$ cat src/sv/tle_pkg.sv
// Shared types, constants and display-form helpers of the terminal line editor.
package tle_pkg;

	localparam int LINE_DEPTH = 32;
	localparam int LEN_W      = $clog2(LINE_DEPTH + 1);
	localparam int IDX_W      = (LINE_DEPTH > 1) ? $clog2(LINE_DEPTH) : 1;
	localparam int CFG_IDX_W  = 2;

	localparam logic [CFG_IDX_W-1:0] CFG_ECHO = 2'd0;
	localparam logic [CFG_IDX_W-1:0] CFG_EDIT = 2'd1;
	localparam logic [CFG_IDX_W-1:0] CFG_RAW  = 2'd2;

	localparam logic [7:0] KEY_INTR   = 8'h03;
	localparam logic [7:0] KEY_EOF    = 8'h04;
	localparam logic [7:0] KEY_BS     = 8'h08;
	localparam logic [7:0] KEY_CR     = 8'h0D;
	localparam logic [7:0] KEY_LF     = 8'h0A;
	localparam logic [7:0] KEY_REDRAW = 8'h12;
	localparam logic [7:0] KEY_KILL   = 8'h15;
	localparam logic [7:0] KEY_QUOTE  = 8'h16;
	localparam logic [7:0] KEY_WERASE = 8'h17;
	localparam logic [7:0] KEY_SUSP   = 8'h1A;
	localparam logic [7:0] KEY_ABORT  = 8'h1C;
	localparam logic [7:0] KEY_DEL    = 8'h7F;

	localparam logic [2:0] SPC_KILL  = 3'd0;
	localparam logic [2:0] SPC_INTR  = 3'd1;
	localparam logic [2:0] SPC_SUSP  = 3'd2;
	localparam logic [2:0] SPC_ABORT = 3'd3;
	localparam logic [2:0] SPC_EOF   = 3'd4;

	// "^R" CR LF
	localparam logic [31:0] REDRAW_HEAD = 32'h0A0D525E;
	localparam logic [31:0] CRLF_ECHO   = 32'h00000A0D;

	typedef struct packed {
		logic        send_valid;
		logic [7:0]  send_byte;
		logic        special_valid;
		logic [2:0]  special_code;
		logic [2:0]  echo_len;
		logic [31:0] echo_bytes;
		logic [2:0]  erase_columns;
		logic        last;
	} tle_result_t;

	typedef struct packed {
		logic [2:0]  len;
		logic [31:0] bytes;
	} tle_show_t;

	function automatic logic [7:0] hex_digit(input logic [3:0] d);
		return (d < 4'd10) ? (8'h30 + {4'h0, d}) : (8'h37 + {4'h0, d});
	endfunction

	function automatic tle_show_t show_form(input logic [7:0] c);
		tle_show_t  s;
		logic [7:0] second;
		if ((c >= 8'd32 && c <= 8'd126) || c >= 8'd160) begin
			s.len   = 3'd1;
			s.bytes = {24'h0, c};
		end else if (c < 8'd128) begin
			second  = (c == KEY_DEL) ? 8'h3F : (c + 8'h40);
			s.len   = 3'd2;
			s.bytes = {16'h0, second, 8'h5E};
		end else begin
			s.len   = 3'd4;
			s.bytes = {8'h3E, hex_digit(c[3:0]), hex_digit(c[7:4]), 8'h3C};
		end
		return s;
	endfunction

	function automatic logic is_blank(input logic [7:0] c);
		return (c == 8'h20) || (c >= 8'h09 && c <= 8'h0D);
	endfunction

endpackage

$ cat src/sv/tle_out_buf.sv
// One-entry result register between the sequencer and the output channel.
module tle_out_buf (
	input  logic                clk,
	input  logic                arst_n,
	input  logic                push,
	input  tle_pkg::tle_result_t res,
	output logic                space,
	output logic                out_valid,
	input  logic                out_ready,
	output tle_pkg::tle_result_t data
);
	import tle_pkg::*;

	logic        valid_q;
	tle_result_t data_q;

	assign space     = !valid_q || out_ready;
	assign out_valid = valid_q;
	assign data      = data_q;

	always_ff @(posedge clk or negedge arst_n) begin
		if (!arst_n) begin
			valid_q <= 1'b0;
		end else if (space) begin
			valid_q <= push;
		end
	end

	always_ff @(posedge clk) begin
		if (push && space) begin
			data_q <= res;
		end
	end

endmodule

$ cat src/sv/terminal_line_editor.sv
// Top level of the terminal line editor: line store, sequencer and config registers.
// Each accepted key byte is handled by a sequencer around a 32-entry line store with
// registered reads. An ordinary byte is stored while idle and, with echo on, echoed from
// the echo state; quote-next only sets the quote flag. Erase, word erase, line kill, redraw,
// end of file, return and the pass-through flush walk the stored line one entry per cycle
// while the output register has space: such an item passes a load state, then the walk,
// with the redraw header before the load and the closing send or the line events after
// the walk. A finished result waits in the output register while the sequencer moves on.
// New key bytes are taken only when the sequencer is idle.
module terminal_line_editor (
	input  logic                          clk,
	input  logic                          arst_n,
	input  logic                          cfg_wr_en,
	input  logic [tle_pkg::CFG_IDX_W-1:0] cfg_index,
	input  logic                          cfg_data,
	input  logic                          in_valid,
	output logic                          in_ready,
	input  logic [7:0]                    key_byte,
	output logic                          out_valid,
	input  logic                          out_ready,
	output logic                          send_valid,
	output logic [7:0]                    send_byte,
	output logic                          special_valid,
	output logic [2:0]                    special_code,
	output logic [2:0]                    echo_len,
	output logic [31:0]                   echo_bytes,
	output logic [2:0]                    erase_columns,
	output logic                          last
);
	import tle_pkg::*;

	localparam logic [3:0] OP_PASS   = 4'd0;
	localparam logic [3:0] OP_BS     = 4'd1;
	localparam logic [3:0] OP_WORD   = 4'd2;
	localparam logic [3:0] OP_KILL   = 4'd3;
	localparam logic [3:0] OP_REDRAW = 4'd4;
	localparam logic [3:0] OP_QUOTE  = 4'd5;
	localparam logic [3:0] OP_EOF    = 4'd6;
	localparam logic [3:0] OP_RET    = 4'd7;
	localparam logic [3:0] OP_STORE  = 4'd8;

	localparam logic [3:0] S_IDLE  = 4'd0;
	localparam logic [3:0] S_LOAD  = 4'd1;
	localparam logic [3:0] S_WALK  = 4'd2;
	localparam logic [3:0] S_HEAD  = 4'd3;
	localparam logic [3:0] S_ECHO1 = 4'd4;
	localparam logic [3:0] S_PKEY  = 4'd5;
	localparam logic [3:0] S_CR    = 4'd6;
	localparam logic [3:0] S_LF    = 4'd7;
	localparam logic [3:0] S_SPEC0 = 4'd8;
	localparam logic [3:0] S_SPEC1 = 4'd9;

	logic [3:0]       state_q;
	logic [3:0]       op_q;
	logic [7:0]       key_q;
	logic [LEN_W-1:0] len_q;
	logic [LEN_W-1:0] cnt_q;
	logic             quote_q;
	logic             echo_q;
	logic             edit_q;
	logic             raw_q;

	logic [7:0]       mem [LINE_DEPTH];
	logic [7:0]       rd_a_s1;
	logic [7:0]       rd_b_s1;

	logic             accept;
	logic [3:0]       op_dec;
	logic [3:0]       post_state;
	logic             walk_erase;
	logic             walk_done;
	logic             emit;
	logic             go;
	logic             space;
	tle_result_t      res;
	tle_result_t      out_data;
	tle_show_t        show_a;
	tle_show_t        show_b;
	tle_show_t        show_k;
	logic [LEN_W-1:0] nx_cnt;
	logic [LEN_W-1:0] nx_len;
	logic [LEN_W-1:0] addr_a;
	logic [LEN_W-1:0] addr_b;
	logic             rd_en;
	logic             wr_en;

	assign in_ready = (state_q == S_IDLE);
	assign accept   = in_valid && in_ready;

	always_comb begin
		if (!edit_q) begin
			op_dec = OP_PASS;
		end else if (quote_q) begin
			op_dec = OP_STORE;
		end else begin
			case (key_byte) inside
				KEY_BS, KEY_DEL:                        op_dec = OP_BS;
				KEY_WERASE:                             op_dec = OP_WORD;
				KEY_KILL, KEY_INTR, KEY_ABORT, KEY_SUSP: op_dec = OP_KILL;
				KEY_REDRAW:                             op_dec = OP_REDRAW;
				KEY_QUOTE:                              op_dec = OP_QUOTE;
				KEY_EOF:                                op_dec = OP_EOF;
				KEY_CR:                                 op_dec = OP_RET;
				default:                                op_dec = OP_STORE;
			endcase
		end
	end

	always_comb begin
		case (op_q)
			OP_PASS: post_state = S_PKEY;
			OP_RET:  post_state = S_CR;
			OP_KILL: post_state = S_SPEC0;
			default: post_state = S_IDLE;
		endcase
	end

	assign walk_erase = (op_q == OP_BS) || (op_q == OP_WORD) || (op_q == OP_KILL);
	assign show_a     = show_form(rd_a_s1);
	assign show_b     = show_form(rd_b_s1);
	assign show_k     = show_form(key_q);

	always_comb begin
		if (walk_erase) begin
			walk_done = (len_q == LEN_W'(1)) || (op_q == OP_BS) ||
				((op_q == OP_WORD) && is_blank(rd_b_s1) && !is_blank(rd_a_s1));
		end else begin
			walk_done = ((cnt_q + LEN_W'(1)) == len_q);
		end
	end

	always_comb begin
		res  = '0;
		emit = 1'b0;
		unique case (state_q)
			S_WALK: begin
				case (op_q) inside
					OP_PASS: begin
						emit              = 1'b1;
						res.send_valid    = 1'b1;
						res.send_byte     = rd_a_s1;
						res.erase_columns = show_b.len;
					end
					OP_BS, OP_WORD, OP_KILL: begin
						emit              = echo_q;
						res.erase_columns = show_a.len;
						res.last          = (op_q != OP_KILL) && walk_done;
					end
					OP_REDRAW: begin
						emit           = 1'b1;
						res.echo_len   = show_a.len;
						res.echo_bytes = show_a.bytes;
						res.last       = walk_done;
					end
					OP_EOF: begin
						emit           = 1'b1;
						res.send_valid = 1'b1;
						res.send_byte  = rd_a_s1;
						res.last       = walk_done;
					end
					default: begin
						emit           = 1'b1;
						res.send_valid = 1'b1;
						res.send_byte  = rd_a_s1;
					end
				endcase
			end
			S_HEAD: begin
				emit           = 1'b1;
				res.echo_len   = 3'd4;
				res.echo_bytes = REDRAW_HEAD;
				res.last       = (len_q == '0);
			end
			S_ECHO1: begin
				emit           = 1'b1;
				res.echo_len   = show_k.len;
				res.echo_bytes = show_k.bytes;
				res.last       = 1'b1;
			end
			S_PKEY: begin
				emit           = 1'b1;
				res.send_valid = 1'b1;
				res.send_byte  = key_q;
				res.echo_len   = echo_q ? 3'd1 : 3'd0;
				res.echo_bytes = echo_q ? {24'h0, key_q} : 32'h0;
				res.last       = 1'b1;
			end
			S_CR: begin
				emit           = 1'b1;
				res.send_valid = 1'b1;
				res.send_byte  = KEY_CR;
				res.echo_len   = (echo_q && !raw_q) ? 3'd2 : 3'd0;
				res.echo_bytes = (echo_q && !raw_q) ? CRLF_ECHO : 32'h0;
				res.last       = !raw_q;
			end
			S_LF: begin
				emit           = 1'b1;
				res.send_valid = 1'b1;
				res.send_byte  = KEY_LF;
				res.echo_len   = echo_q ? 3'd2 : 3'd0;
				res.echo_bytes = echo_q ? CRLF_ECHO : 32'h0;
				res.last       = 1'b1;
			end
			S_SPEC0: begin
				emit              = 1'b1;
				res.special_valid = 1'b1;
				res.special_code  = SPC_KILL;
				res.last          = (key_q == KEY_KILL);
			end
			S_SPEC1: begin
				emit              = 1'b1;
				res.special_valid = 1'b1;
				case (key_q)
					KEY_INTR:  res.special_code = SPC_INTR;
					KEY_SUSP:  res.special_code = SPC_SUSP;
					KEY_ABORT: res.special_code = SPC_ABORT;
					default:   res.special_code = SPC_EOF;
				endcase
				res.last = 1'b1;
			end
			default: begin
				emit = 1'b0;
			end
		endcase
	end

	assign go = !emit || space;

	// read addresses for the entry the walk looks at next
	always_comb begin
		if (state_q == S_LOAD) begin
			nx_cnt = '0;
			nx_len = len_q;
			rd_en  = (len_q != '0);
		end else begin
			nx_cnt = cnt_q + LEN_W'(1);
			nx_len = walk_erase ? (len_q - LEN_W'(1)) : len_q;
			rd_en  = (state_q == S_WALK) && go;
		end
		addr_a = walk_erase ? (nx_len - LEN_W'(1)) : nx_cnt;
		addr_b = walk_erase ? (nx_len - LEN_W'(2)) : (len_q - LEN_W'(1) - nx_cnt);
	end

	assign wr_en = accept && (op_dec == OP_STORE) && (len_q < LEN_W'(LINE_DEPTH));

	always_ff @(posedge clk) begin
		if (wr_en) begin
			mem[len_q[IDX_W-1:0]] <= key_byte;
		end
		if (rd_en) begin
			rd_a_s1 <= mem[addr_a[IDX_W-1:0]];
			rd_b_s1 <= mem[addr_b[IDX_W-1:0]];
		end
	end

	always_ff @(posedge clk or negedge arst_n) begin
		if (!arst_n) begin
			echo_q <= 1'b1;
			edit_q <= 1'b1;
			raw_q  <= 1'b0;
		end else if (cfg_wr_en) begin
			case (cfg_index)
				CFG_ECHO: echo_q <= cfg_data;
				CFG_EDIT: edit_q <= cfg_data;
				CFG_RAW:  raw_q  <= cfg_data;
				default: ;
			endcase
		end
	end

	always_ff @(posedge clk or negedge arst_n) begin
		if (!arst_n) begin
			state_q <= S_IDLE;
			op_q    <= OP_PASS;
			key_q   <= '0;
			len_q   <= '0;
			cnt_q   <= '0;
			quote_q <= 1'b0;
		end else begin
			unique case (state_q)
				S_IDLE: begin
					if (accept) begin
						key_q <= key_byte;
						op_q  <= op_dec;
						case (op_dec)
							OP_QUOTE: quote_q <= 1'b1;
							OP_STORE: begin
								quote_q <= 1'b0;
								if (wr_en) begin
									len_q <= len_q + LEN_W'(1);
									if (echo_q) begin
										state_q <= S_ECHO1;
									end
								end
							end
							OP_REDRAW: begin
								if (echo_q) begin
									state_q <= S_HEAD;
								end
							end
							OP_EOF: begin
								state_q <= (len_q == '0) ? S_SPEC1 : S_LOAD;
							end
							default: state_q <= S_LOAD;
						endcase
					end
				end
				S_LOAD: begin
					cnt_q   <= '0;
					state_q <= (len_q != '0) ? S_WALK : post_state;
				end
				S_WALK: begin
					if (go) begin
						if (walk_erase) begin
							len_q <= len_q - LEN_W'(1);
						end else begin
							cnt_q <= cnt_q + LEN_W'(1);
						end
						if (walk_done) begin
							if (op_q == OP_PASS || op_q == OP_EOF || op_q == OP_RET) begin
								len_q <= '0;
							end
							state_q <= post_state;
						end
					end
				end
				S_HEAD: begin
					if (go) begin
						state_q <= S_LOAD;
					end
				end
				S_CR: begin
					if (go) begin
						state_q <= raw_q ? S_LF : S_IDLE;
					end
				end
				S_SPEC0: begin
					if (go) begin
						state_q <= (key_q == KEY_KILL) ? S_IDLE : S_SPEC1;
					end
				end
				S_ECHO1, S_PKEY, S_LF, S_SPEC1: begin
					if (go) begin
						state_q <= S_IDLE;
					end
				end
				default: state_q <= S_IDLE;
			endcase
		end
	end

	tle_out_buf u_out_buf (
		.clk       (clk),
		.arst_n    (arst_n),
		.push      (emit),
		.res       (res),
		.space     (space),
		.out_valid (out_valid),
		.out_ready (out_ready),
		.data      (out_data)
	);

	assign send_valid    = out_data.send_valid;
	assign send_byte     = out_data.send_byte;
	assign special_valid = out_data.special_valid;
	assign special_code  = out_data.special_code;
	assign echo_len      = out_data.echo_len;
	assign echo_bytes    = out_data.echo_bytes;
	assign erase_columns = out_data.erase_columns;
	assign last          = out_data.last;

	a_len_bound: assert property (@(posedge clk) disable iff (!arst_n)
		len_q <= LEN_W'(LINE_DEPTH))
		else $error("line length beyond depth");

	a_erase_nonempty: assert property (@(posedge clk) disable iff (!arst_n)
		(state_q == S_WALK && walk_erase) |-> (len_q != '0))
		else $error("erase walk on empty line");

	a_quote_on_accept: assert property (@(posedge clk) disable iff (!arst_n)
		$rose(quote_q) |-> $past(accept))
		else $error("quote flag set without a transfer");

	a_store_grows: assert property (@(posedge clk) disable iff (!arst_n)
		wr_en |=> (len_q == $past(len_q) + LEN_W'(1)))
		else $error("store write without length update");

	a_walk_fwd_range: assert property (@(posedge clk) disable iff (!arst_n)
		(state_q == S_WALK && !walk_erase) |-> (cnt_q < len_q))
		else $error("forward walk past line end");

endmodule

$ cat config.mk
export PLATFORM = sky130hd
export DESIGN_NAME = terminal_line_editor
export DESIGN_NICKNAME = d
export VERILOG_FILES = /design/src/sv/tle_pkg.sv /design/src/sv/tle_out_buf.sv /design/src/sv/terminal_line_editor.sv
export SDC_FILE = /design/constraint.sdc
export NUM_CORES = 1
export LEC_CHECK = 0
export ABC_AREA = 0
export BUFFER_PORTS_ARGS = -buffer_cell sky130_fd_sc_hd__clkbuf_2
export CORE_MARGIN = 2
export CORE_UTILIZATION = 30
export DETAILED_ROUTE_END_ITERATION = 7
export GPL_ROUTABILITY_DRIVEN = 0
export MAX_ROUTING_LAYER = met4
export PLACE_DENSITY_LB_ADDON = 0.05
export SLEW_MARGIN = 0
export SYNTH_ARGS = -nofsm -noshare
export SYNTH_HDL_FRONTEND = slang
export SYNTH_SLANG_ARGS = --single-unit
$ cat constraint.sdc
create_clock -name clk -period 8 [get_ports clk]
set_input_delay 0.8 -clock clk [delete_from_list [all_inputs] [get_ports clk]]
set_output_delay 0.8 -clock clk [all_outputs]
set_load 0.005 [all_outputs]
==> results.md, run 1 <==
- Crit path required time: 8460 ps
- Crit share post-route: 0.681
- CP cell instances: or4b_4 > nand2b_4 > inv_2 > ha_1 > fa_1 > a21oi_4 > buf_4 > buf_4 > mux2i_1 > mux2i_1 > o211ai_1 > mux2_2
- Synth cell types: 85
- CORE AREA: between 70,000 and 80,000 um^2
- Post-synthesis register bit count: 349
- Post-CTS Setup Bufs: 0
- Crit path max fanout: 42
- Critical path's slowest cell: or4b_4
- FMAX: between 150 and 200 MHz
- Post-DRT Antenna Nets: 0
- Residual DRC: 0
- PwrDens: 510 nW/um^2
- Syn Std Cell Area: around 23,000 um^2
- PortBufs: 65
- Fillers: 7,838
- Largest net degree at the start of global routing: 162
- Die X: between 200 and 300 um
- Final net count: between 2,000 and 2,500
- Cell count after synthesis: between 2,000 and 2,500
- Post-layout min period: approximately 5400 ps
- Setup violations, final: 0
- LEAKAGE: 9.33 nW
- Tightest Pin Transition: ~1200 ps
- Vias per cell: between 5 and 6
- Worst Clk Skew: approximately 28 ps
- Ys async rst share: 0.0946
- Layout cell share with drive strength beyond 1: 0.115
- Total number of vias: 20,200
- Hold Vio Cnt, Final: 0
- Clock root buffer: clkbuf_16
- First-pass GRT wire length: around 140,000 um
- Max_slew headroom: 0.184
- Area of the die: approximately 80,000 um^2
- Worst reg2reg setup slack: 2550 ps
- Most frequent cells after synthesis: nand2_1, edfxtp_1, mux2i_1
- Number of DRC markers in iteration 0: 2,182
- CTS Sinks: 349
- Wirelength per Cell: ~27 um
- Total negative slack: 0 ps
- Final Max Tran Viols: 0
- CTS hold repair buffers: 0
- Rows: 102
- Synthesized area per cell: 9.51 um^2
- Dominant cells by area after synthesis: edfxtp_1, mux2i_1, nand2_1
- Layout Area Growth over Synthesis: 11.7%
- Worst vdd rail ir drop: 0.000587 V
- FF-to-FF End: rd_b_s1[1]
- Status: complete, no violations
- Sequential area share after synthesis: 0.443
- Clock H-tree levels: 2
- PostCTS Resize Cnt: 0
- Hpwl dp: about 61,000 um
- Vias in the first global route: 19,300
- Critical path type: register to register
- Most frequent cell after synthesis: nand2_1
- Dominant cell type by area after synthesis: edfxtp_1
- Initial antenna violation count: 5
- Overall Global Routing Usage: 0.241
- CTS tree: built
- Post-synth EDFFs: ~320
- Reg-to-Reg Start: state_q[1]
- Clock-pin slew on the worst setup and hold paths: about 60 ps
- Multi-input gate area: around 12,000 um^2
- Starting Density: 0.302
- Setup repair after global routing missed its margin: no
- Slowest stage delay, CP: around 940 ps
- Total power: approximately 13 mW
- Register area: 10,300 um^2
- Worst hold-check path type: input pin to async pin
- Die span in y: around 280 um
- Top Ports: 70
- CP endpoint kind: register
- Detailed Routing Iterations Pass 1: 6
- Clk buf depth: 3
- Startpoint type of the worst setup path: register
- Main flop type after synthesis: edfxtp_1
- Diode count: 0
- Total grt overflow: 0
- Clk Latency, worst-skew pair: slightly above 600 ps
- Final wirelength: 95,300 um
- Worst R2R Path Depth: 12
- Max Cap Violations: 0
- Share of the synthesized area in the top cell type: 0.408
- CP arrival: slightly below 6000 ps
- Ys Warns: 0
- CTS buffer count: between 40 and 50
[area by class of cell]
type	instances	share of cell area
clock buffer	57	0.0462
inverter	35	0.00505
tap	1040	0.0501
clock inverter	27	0.0114
multi-input combinational	1849	0.462
sequential	349	0.397
timing repair buffer	113	0.0278
[through the flow]
stage | hold slack [ps] | utilization | setup WS, ps | instances | instance area, um^2
2_1_floorplan | 471 | - | 3730 | 2451 | 23300
3_3_place_gp | 497 | 0.318 | 2610 | 3386 | 24500
3_5_place_dp | 509 | 0.318 | 2510 | 3386 | 24500
4_1_cts | 351 | 0.337 | 2480 | 3470 | 26000
5_1_grt | 400 | 0.337 | 2260 | 3470 | 26000
6_report | 347 | 0.337 | 2550 | 3470 | 26000
[critical path, delay by kind of cell (launching register included)]
kind | cells | cell delay [ps]
adders and majority gates | 2 | 690
muxes | 3 | 580
buffers and inverters | 3 | 1150
DFF | 1 | 580
AOI/OAI and AO/OA | 2 | 1080
and+or+nand+nor | 2 | 1160
[sequential cells by signal, summed over array words and instances, names as in the netlist, 4 cells and up]
name,count
op_q,4
rd_a_s1,8
cnt_q,6
key_q,8
rd_b_s1,8
state_q,4
u_out_buf.data,44
len_q,6
mem,256
[routing by layer]
layer	part of all wire	global-route usage	vias to the layer above
li1	-	-	9109
met1	0.44	0.318	10100
met2	0.45	0.372	886
met3	0.069	0.0398	188
met4	0.040	0.0899	0
met5	0	-	-
[layout by cell type, fill, tap and decap left out, drive strengths merged, types with 31 or more instances in the layout]
cell    count
nand2     480
edfxtp    316
mux2i     199
nand3     141
a21oi     124
clkbuf    122
o21ai     110
o22ai     109
nor2       97
nor3       54
a22oi      50
buf        48
a31oi      40
inv        39
nand4      37
ha         37
mux4       32
mux2       31
dfrtp      31
[worst max-delay path by stage]
| stage | end | startpoint | slack [ps] | cells after the start |
|---|---|---|---|---|
| after global placement | rd_b_s1[1] | state_q[1] | 2610 | 12 |
| final | rd_b_s1[1] | state_q[1] | 2550 | 12 |
| after detailed placement | rd_b_s1[5] | state_q[1] | 2510 | 12 |
| after CTS | rd_b_s1[5] | state_q[1] | 2480 | 12 |
| after floorplan | rd_b_s1[1] | state_q[1] | 3730 | 18 |
| after global routing | rd_b_s1[5] | state_q[1] | 2260 | 12 |
[where the power goes]
part	internal, mW	switching [mW]	total [mW]
clock	1.26	0.869	2.13
sequential	2.34	0.384	2.73
combinational	3.19	5.22	8.41
[cells by family after synthesis]
logic type               after synthesis  share of synthesized area
AO/OA/AOI/OAI                        589                      0.165
flip-flops                           349                      0.443
adder cells (fa/ha/maj)               38                     0.0207
multiplexers                         262                      0.132
AND/OR/NAND/NOR                      920                      0.179
other                                  1                   0.000161
XOR/XNOR                              36                     0.0148
buffers and inverters                253                     0.0462
No activity file was read; power rests on OpenSTA's default activity.
==> run 2, diff against run 1 <==
--- a/config.mk
+++ b/config.mk
@@ -5,7 +5,7 @@
 export SDC_FILE = /design/constraint.sdc
 export NUM_CORES = 1
 export LEC_CHECK = 0
-export ABC_AREA = 0
+export ABC_AREA = 1
 export BUFFER_PORTS_ARGS = -buffer_cell sky130_fd_sc_hd__clkbuf_2
 export CORE_MARGIN = 2
 export CORE_UTILIZATION = 30
==> constraint.sdc (replaced) <==
create_clock -name clk -period 5.25 [get_ports clk]
set_input_delay 0.525 -clock clk [delete_from_list [all_inputs] [get_ports clk]]
set_output_delay 0.525 -clock clk [all_outputs]
set_load 0.005 [all_outputs]
==> run 2 against run 1 <==
Compared with the run above: utilization is 0.22 points higher; final cell count is 3.1% higher; critical path type unchanged; global-route usage down 1.4 points; count of clock-buffer cells in the layout is 6 higher.
==> results.md, run 2 <==
- Status: complete, no violations
- Hold Vio Cnt, Final: 0
- Buffer and inverter count on the worst path: 2
- Share of the synthesized area in the top cell type: 0.457
- FMAX: approximately 250 MHz
- Slowest stage delay, CP: 570 ps
- Worst R2R Path Depth: 15
- Syn Std Cell Area: 20,800 um^2
- CTS buffer count: 45
- CORE AREA: between 60,000 and 70,000 um^2
- Clock H-tree levels: 2
- CP arrival: around 4300 ps
- WL met3: roughly 4900 um
- Dominant cells by area after synthesis: edfxtp_1, nand3_1, nand2_1
- Post-layout min period: roughly 4000 ps
- Clock root buffer: clkbuf_16
- Residual DRC: 0
- Clk Latency, worst-skew pair: 600 ps
- PostCTS Resize Cnt: 0
- Final net count: 2,664
- CP top delay family: simple AND/OR/NAND/NOR gates
- Post-CTS Setup Bufs: 0
- Commonest non-fill, non-tap cell in the layout: nand2_1
- Dominant cell type by area after synthesis: edfxtp_1
- PortBufs: 65
- Critical path's slowest cell: buf_4
- Clk buf depth: 3
- Hpwl dp: ~54,000 um
- Multi-input gate area: approximately 8300 um^2
- Critical path's most frequent cell: nand2_1
- First-pass GRT wire length: 117,000 um
- Layout Area Growth over Synthesis: 12.1%
- Total negative slack: 0 ps
- Main flop type after synthesis: edfxtp_1
- Worst reg2reg setup slack: ~1300 ps
- CP cell instances: nor2_2 > nand2_4 > inv_2 > nor2_1 > ha_1 > or2_2 > nand2_4 > buf_4 > nand2_1 > nand3_1 > nand3_1 > nand3_1 > nand2_1 > nand2_1 > nand2_1
- Worst Clk Skew: 35.0 ps
- Max reg flops: between 200 and 300
- Most frequent cells in the layout: nand2_1, nand3_1, inv_1, edfxtp_1, nor2_1
- M1 WL: 36,400 um
- CP endpoint: rd_b_s1[1]
- Cells after DPL: between 3,000 and 4,000
- Worst hold-check path type: input pin to async pin
- Total number of vias: around 18,000
- Max Cap Violations: 0
- Startpoint type of the worst setup path: register
- Reg-to-Reg Start: state_q[3]
- Setup repair after global routing missed its margin: no
- Rows: 96
- Post-synth EDFFs: 316
- Layout cell share with drive strength beyond 1: 0.0805
- Post-Layout Cell Count: ~3,600
- Synthesized area per cell: around 8 um^2
- Vias in the first global route: 17,300
- Top Ports: 70
- Register area: between 10,000 and 15,000 um^2
- Post-DP Area: roughly 22,000 um^2
- Crit share post-route: 0.760
- Most frequent cells after synthesis: nand2_1, nand3_1, inv_1
- Starting Density: 0.303
- Worst Setup SP: state_q[3]
- Synth cell types: between 40 and 50
- CTS hold repair buffers: 0
- Critical path type: register to register
- Total grt overflow: 0
- Clock-pin slew on the worst setup and hold paths: about 50 ps
- Finished Cell Area: about 23,000 um^2
- Ys async rst share: 0.0946
- Detailed Routing Iterations Pass 1: 5
- Worst path depth: 15
- Crit path required time: 5570 ps
- CP endpoint kind: register
- CTS tree: built
- Die X: 267 um
- Top sig layer: met4
- Wirelength per Cell: about 22 um
- Max_slew headroom: 0.209
- Tightest Pin Transition: about 1200 ps
- Hold Slack: around 90 ps
- Final Max Tran Viols: 0
- Ys Warns: 0
- Die span in y: ~270 um
- Initial antenna violation count: 1
- Crit path max fanout: 46
- Post-DRT Antenna Nets: 0
- CTS Sinks: approximately 350
- Fillers: around 7,300
- Area of the die: between 70,000 and 80,000 um^2
- Most frequent cell after synthesis: nand2_1
- Sequential area share after synthesis: 0.497
- Cell count after synthesis: 2,600
- Number of DRC markers in iteration 0: 1,863
- Setup violations, final: 0
- FF-to-FF End: rd_b_s1[1]
- Post-synthesis register bit count: 349
- Final wirelength: just under 80,000 um
- Vias per cell: 5.12
- Overall Global Routing Usage: 0.228
- Met2 WL: approximately 36,000 um
- Largest net degree at the start of global routing: 125
==> run 2: cell count changes in the layout (fill, tap and decap cells not counted), moves of 37 or more <==
cell | before | now
nand3_1 | 139 | 666
nand2_1 | 479 | 683
mux2i_1 | 197 | 0
inv_1 | 33 | 374
o22ai_1 | 109 | 13
o21ai_0 | 108 | 57
a22oi_1 | 50 | 3
a21oi_1 | 121 | 35
nor3_1 | 51 | 14
==> run 2: cell families (layout without fill, tap and decap cells) <==
logic type                 count (synthesis)  count (layout)  synth area share
DFF                                      349             349             0.497
other                                      1               5          0.000181
AOI/OAI and AO/OA                        145             145            0.0413
buffers and inverters                    530             572             0.109
and+or+nand+nor                         1525            1525             0.324
xor gates and xnor gates                  12              12           0.00506
adders and majority gates                 38              38            0.0233
==> run 2: cell type report <==
| type | instances | share of cell area |
|---|---|---|
| clock inverters | 19 | 0.00753 |
| diodes | 1 | 0.000108 |
| multi-input cells | 1724 | 0.355 |
| repair buffers | 100 | 0.0285 |
| well taps | 931 | 0.0500 |
| clock buffers | 63 | 0.0531 |
| flip-flops and latches | 349 | 0.443 |
| inverters | 390 | 0.0629 |
==> run 2: worst register-to-register path, stage by stage (launching register included) <==
cell	delay (ps)
dfrtp_1	420
nor2_2	240
nand2_4	180
inv_2	290
nor2_1	80
ha_1	320
or2_2	330
nand2_4	460
buf_4	590
nand2_1	130
nand3_1	110
nand3_1	170
nand3_1	180
nand2_1	80
nand2_1	70
nand2_1	90
==> run 2: stage by stage <==
step	util	worst slack [ps]
global placement	0.319	1190
floorplan	-	1880
global route	0.339	1020
detailed placement	0.319	1130
finish	0.339	1260
CTS	0.339	1290
==> run 2: how the worst min path moves through the flow <==
stage | depth (start not counted) | slack, ps | end | startpoint
6_report | 1 | 90 | raw_q | arst_n
3_3_place_gp | 2 | 530 | state_q[2] | state_q[2]
2_1_floorplan | 0 | 230 | cnt_q[0] | arst_n
3_5_place_dp | 2 | 520 | state_q[2] | state_q[2]
5_1_grt | 1 | 130 | raw_q | arst_n
4_1_cts | 1 | 90 | raw_q | arst_n
==> run 2: per-layer routing <==
metal	global-route usage	vias to the layer above
li1	-	8616
met3	0.0250	133
met5	-	-
met4	0.0668	0
met2	0.349	735
met1	0.317	8837
Power of run 2 is not shown: default switching activity piles up to over one toggle a cycle in this logic, so the estimate is an artifact.
==> run 3, diff against run 2 <==
==> constraint.sdc (replaced) <==
create_clock -name clk -period 3.6 [get_ports clk]
set_input_delay 0.36 -clock clk [delete_from_list [all_inputs] [get_ports clk]]
set_output_delay 0.36 -clock clk [all_outputs]
set_load 0.005 [all_outputs]
==> run 3 against run 2 <==
Compared with the run above: setup slack got worse by 1100 ps; critical endpoint is now rd_b_s1[2]; critical path depth unchanged; clock skew decreased by 8.8 ps; highest routed layer unchanged; cell area increased by 3.2%; routed wire length increased by 1.5%; count of clock-buffer cells in the layout decreased by 3; final cell count increased by 2.0%; largest cell class unchanged.
==> results.md, run 3 (synthesized netlist as in run 2, its figures left out) <==
- Commonest non-fill, non-tap cell in the layout: nand2_1
- Initial antenna violation count: 2
- CORE AREA: about 70,000 um^2
- M1 WL: about 37,000 um
- Die X: 267 um
- Final wirelength: between 80,000 and 90,000 um
- Clock-pin slew on the worst setup and hold paths: roughly 60 ps
- Largest net degree at the start of global routing: 81
- CTS tree: built
- Worst Clk Skew: between 20 and 30 ps
- Top sig layer: met4
- Crit path required time: a little under 4000 ps
- Setup repair after global routing missed its margin: no
- Detailed Routing Iterations Pass 1: 8
- Met2 WL: 37,500 um
- Worst vdd rail ir drop: about 0.00076 V
- Critical path's most frequent cell: nand2_1
- Starting Density: 0.303
- Die span in y: about 270 um
- Number of DRC markers in iteration 0: 1,823
- Hold Vio Cnt, Final: 0
- Overall Global Routing Usage: 0.231
- Most frequent cells in the layout: nand2_1, nand3_1, inv_1, edfxtp_1, nor2_1
- Hpwl dp: between 50,000 and 60,000 um
- PortBufs: 65
- Post-DRT Antenna Nets: 0
- Diode count: 0
- CTS buffer count: 46
- Max_slew headroom: 0.334
- Wirelength per Cell: 22.1 um
- Crit path max fanout: 23
- Tightest Pin Transition: approximately 1000 ps
- Top Ports: 70
- PwrDens: 1140 nW/um^2
- Total power: between 20 and 30 mW
- Residual DRC: 0
- Startpoint type of the worst setup path: register
- Setup WS post-layout: around 160 ps
- CTS Sinks: about 350
- Crit share post-route: 0.954
- Setup violations, final: 0
- Layout Area Growth over Synthesis: 15.7%
- Max reg flops: around 260
- Clock H-tree levels: 2
- Max Cap Violations: 0
- Vias per cell: between 5 and 6
- Slowest stage delay, CP: 420 ps
- CP endpoint kind: register
- Clk buf depth: 3
- Critical path type: register to register
- Vias in the first global route: 17,700
- Post-DP Area: about 22,000 um^2
- Layout cell share with drive strength beyond 1: 0.107
- FMAX: ~290 MHz
- Total number of vias: 18,400
- Clock root buffer: clkbuf_16
- WL met3: about 4100 um
- Critical path's slowest cell: dfrtp_1
- Area of the die: slightly above 70,000 um^2
- Rows: between 90 and 100
- Worst hold-check path type: input pin to register
- Final Max Tran Viols: 0
- Post-layout min period: between 3000 and 4000 ps
- Post-CTS Setup Bufs: 0
- Total grt overflow: 0
- First-pass GRT wire length: about 120,000 um
- Finished Cell Area: 24,000 um^2
- CP cell instances: nor2_2 > nand2_4 > inv_2 > nor2_1 > ha_1 > or2_2 > nand2_4 > buf_4 > nand2_1 > nand3_1 > nand3_1 > nand3_1 > nand2_1 > nand2_1 > nand2_1
- Place WS: roughly 210 ps
- Clk Latency, worst-skew pair: 580 ps
- CP arrival: about 3800 ps
- Final net count: around 2,700
- Status: complete, no violations
- LEAKAGE: approximately 11 nW
- Total negative slack: 0 ps
-- run 3: metal layers --
metal	global-route usage	vias to the layer above
met5	-	-
met4	0.0562	0
met3	0.0257	104
met2	0.366	685
met1	0.317	8885
li1	-	8753
-- run 3: critical path, delay by kind of cell, from the launching register on --
| family | cells | cell delay, ps |
|---|---|---|
| simple gates | 12 | 1920 |
| buf+inv | 2 | 530 |
| flops | 1 | 420 |
| fa+ha+maj | 1 | 300 |
-- run 3: report_power, final --
group	internal [mW]	leakage (nW)	switching, mW
Combinational	5.10	6.61	11.8
Clock	2.90	0.763	1.84
Sequential	5.16	3.30	0.476
Total	13.2	10.7	14.1
-- run 3: worst paths after layout --
check                           startpoint    endpoint  slack, ps  depth (start not counted)
min in group asynchronous           arst_n    cnt_q[4]        480                          2
worst max register to register  state_q[3]  rd_b_s1[2]        160                         15
max in group asynchronous           arst_n    key_q[7]       2480                          2
worst min register to register  state_q[2]  state_q[2]        540                          2
worst max-delay path            state_q[3]  rd_b_s1[2]        160                         15
worst min-delay path              cfg_data      echo_q         50                          3
-- run 3: what timing repair did --
action	in CTS	in global routing
resized for setup	0	1
hold buffers	1	0
setup endpoints to repair	0	1
hold endpoints to repair	31	0
-- run 3: final cells by class --
| cell class | count | area, um^2 |
|---|---|---|
| Clock buffer | 60 | 1260 |
| Multi-Input combinational cell | 1724 | 8250 |
| Tap cell | 931 | 1160 |
| Sequential cell | 349 | 10300 |
| Fill cell | 7201 | 44600 |
| Timing Repair Buffer | 169 | 1280 |
| Inverter | 390 | 1470 |
| Clock inverter | 25 | 279 |
-- run 3: per-stage QoR --
step | utilization | std cells | hold slack [ps]
after floorplan | - | 2603 | 64.4
after global placement | 0.328 | 3562 | 520
after detailed placement | 0.328 | 3562 | 533
after CTS | 0.350 | 3648 | 11.6
after global routing | 0.350 | 3648 | 42.2
final | 0.350 | 3648 | 50.4
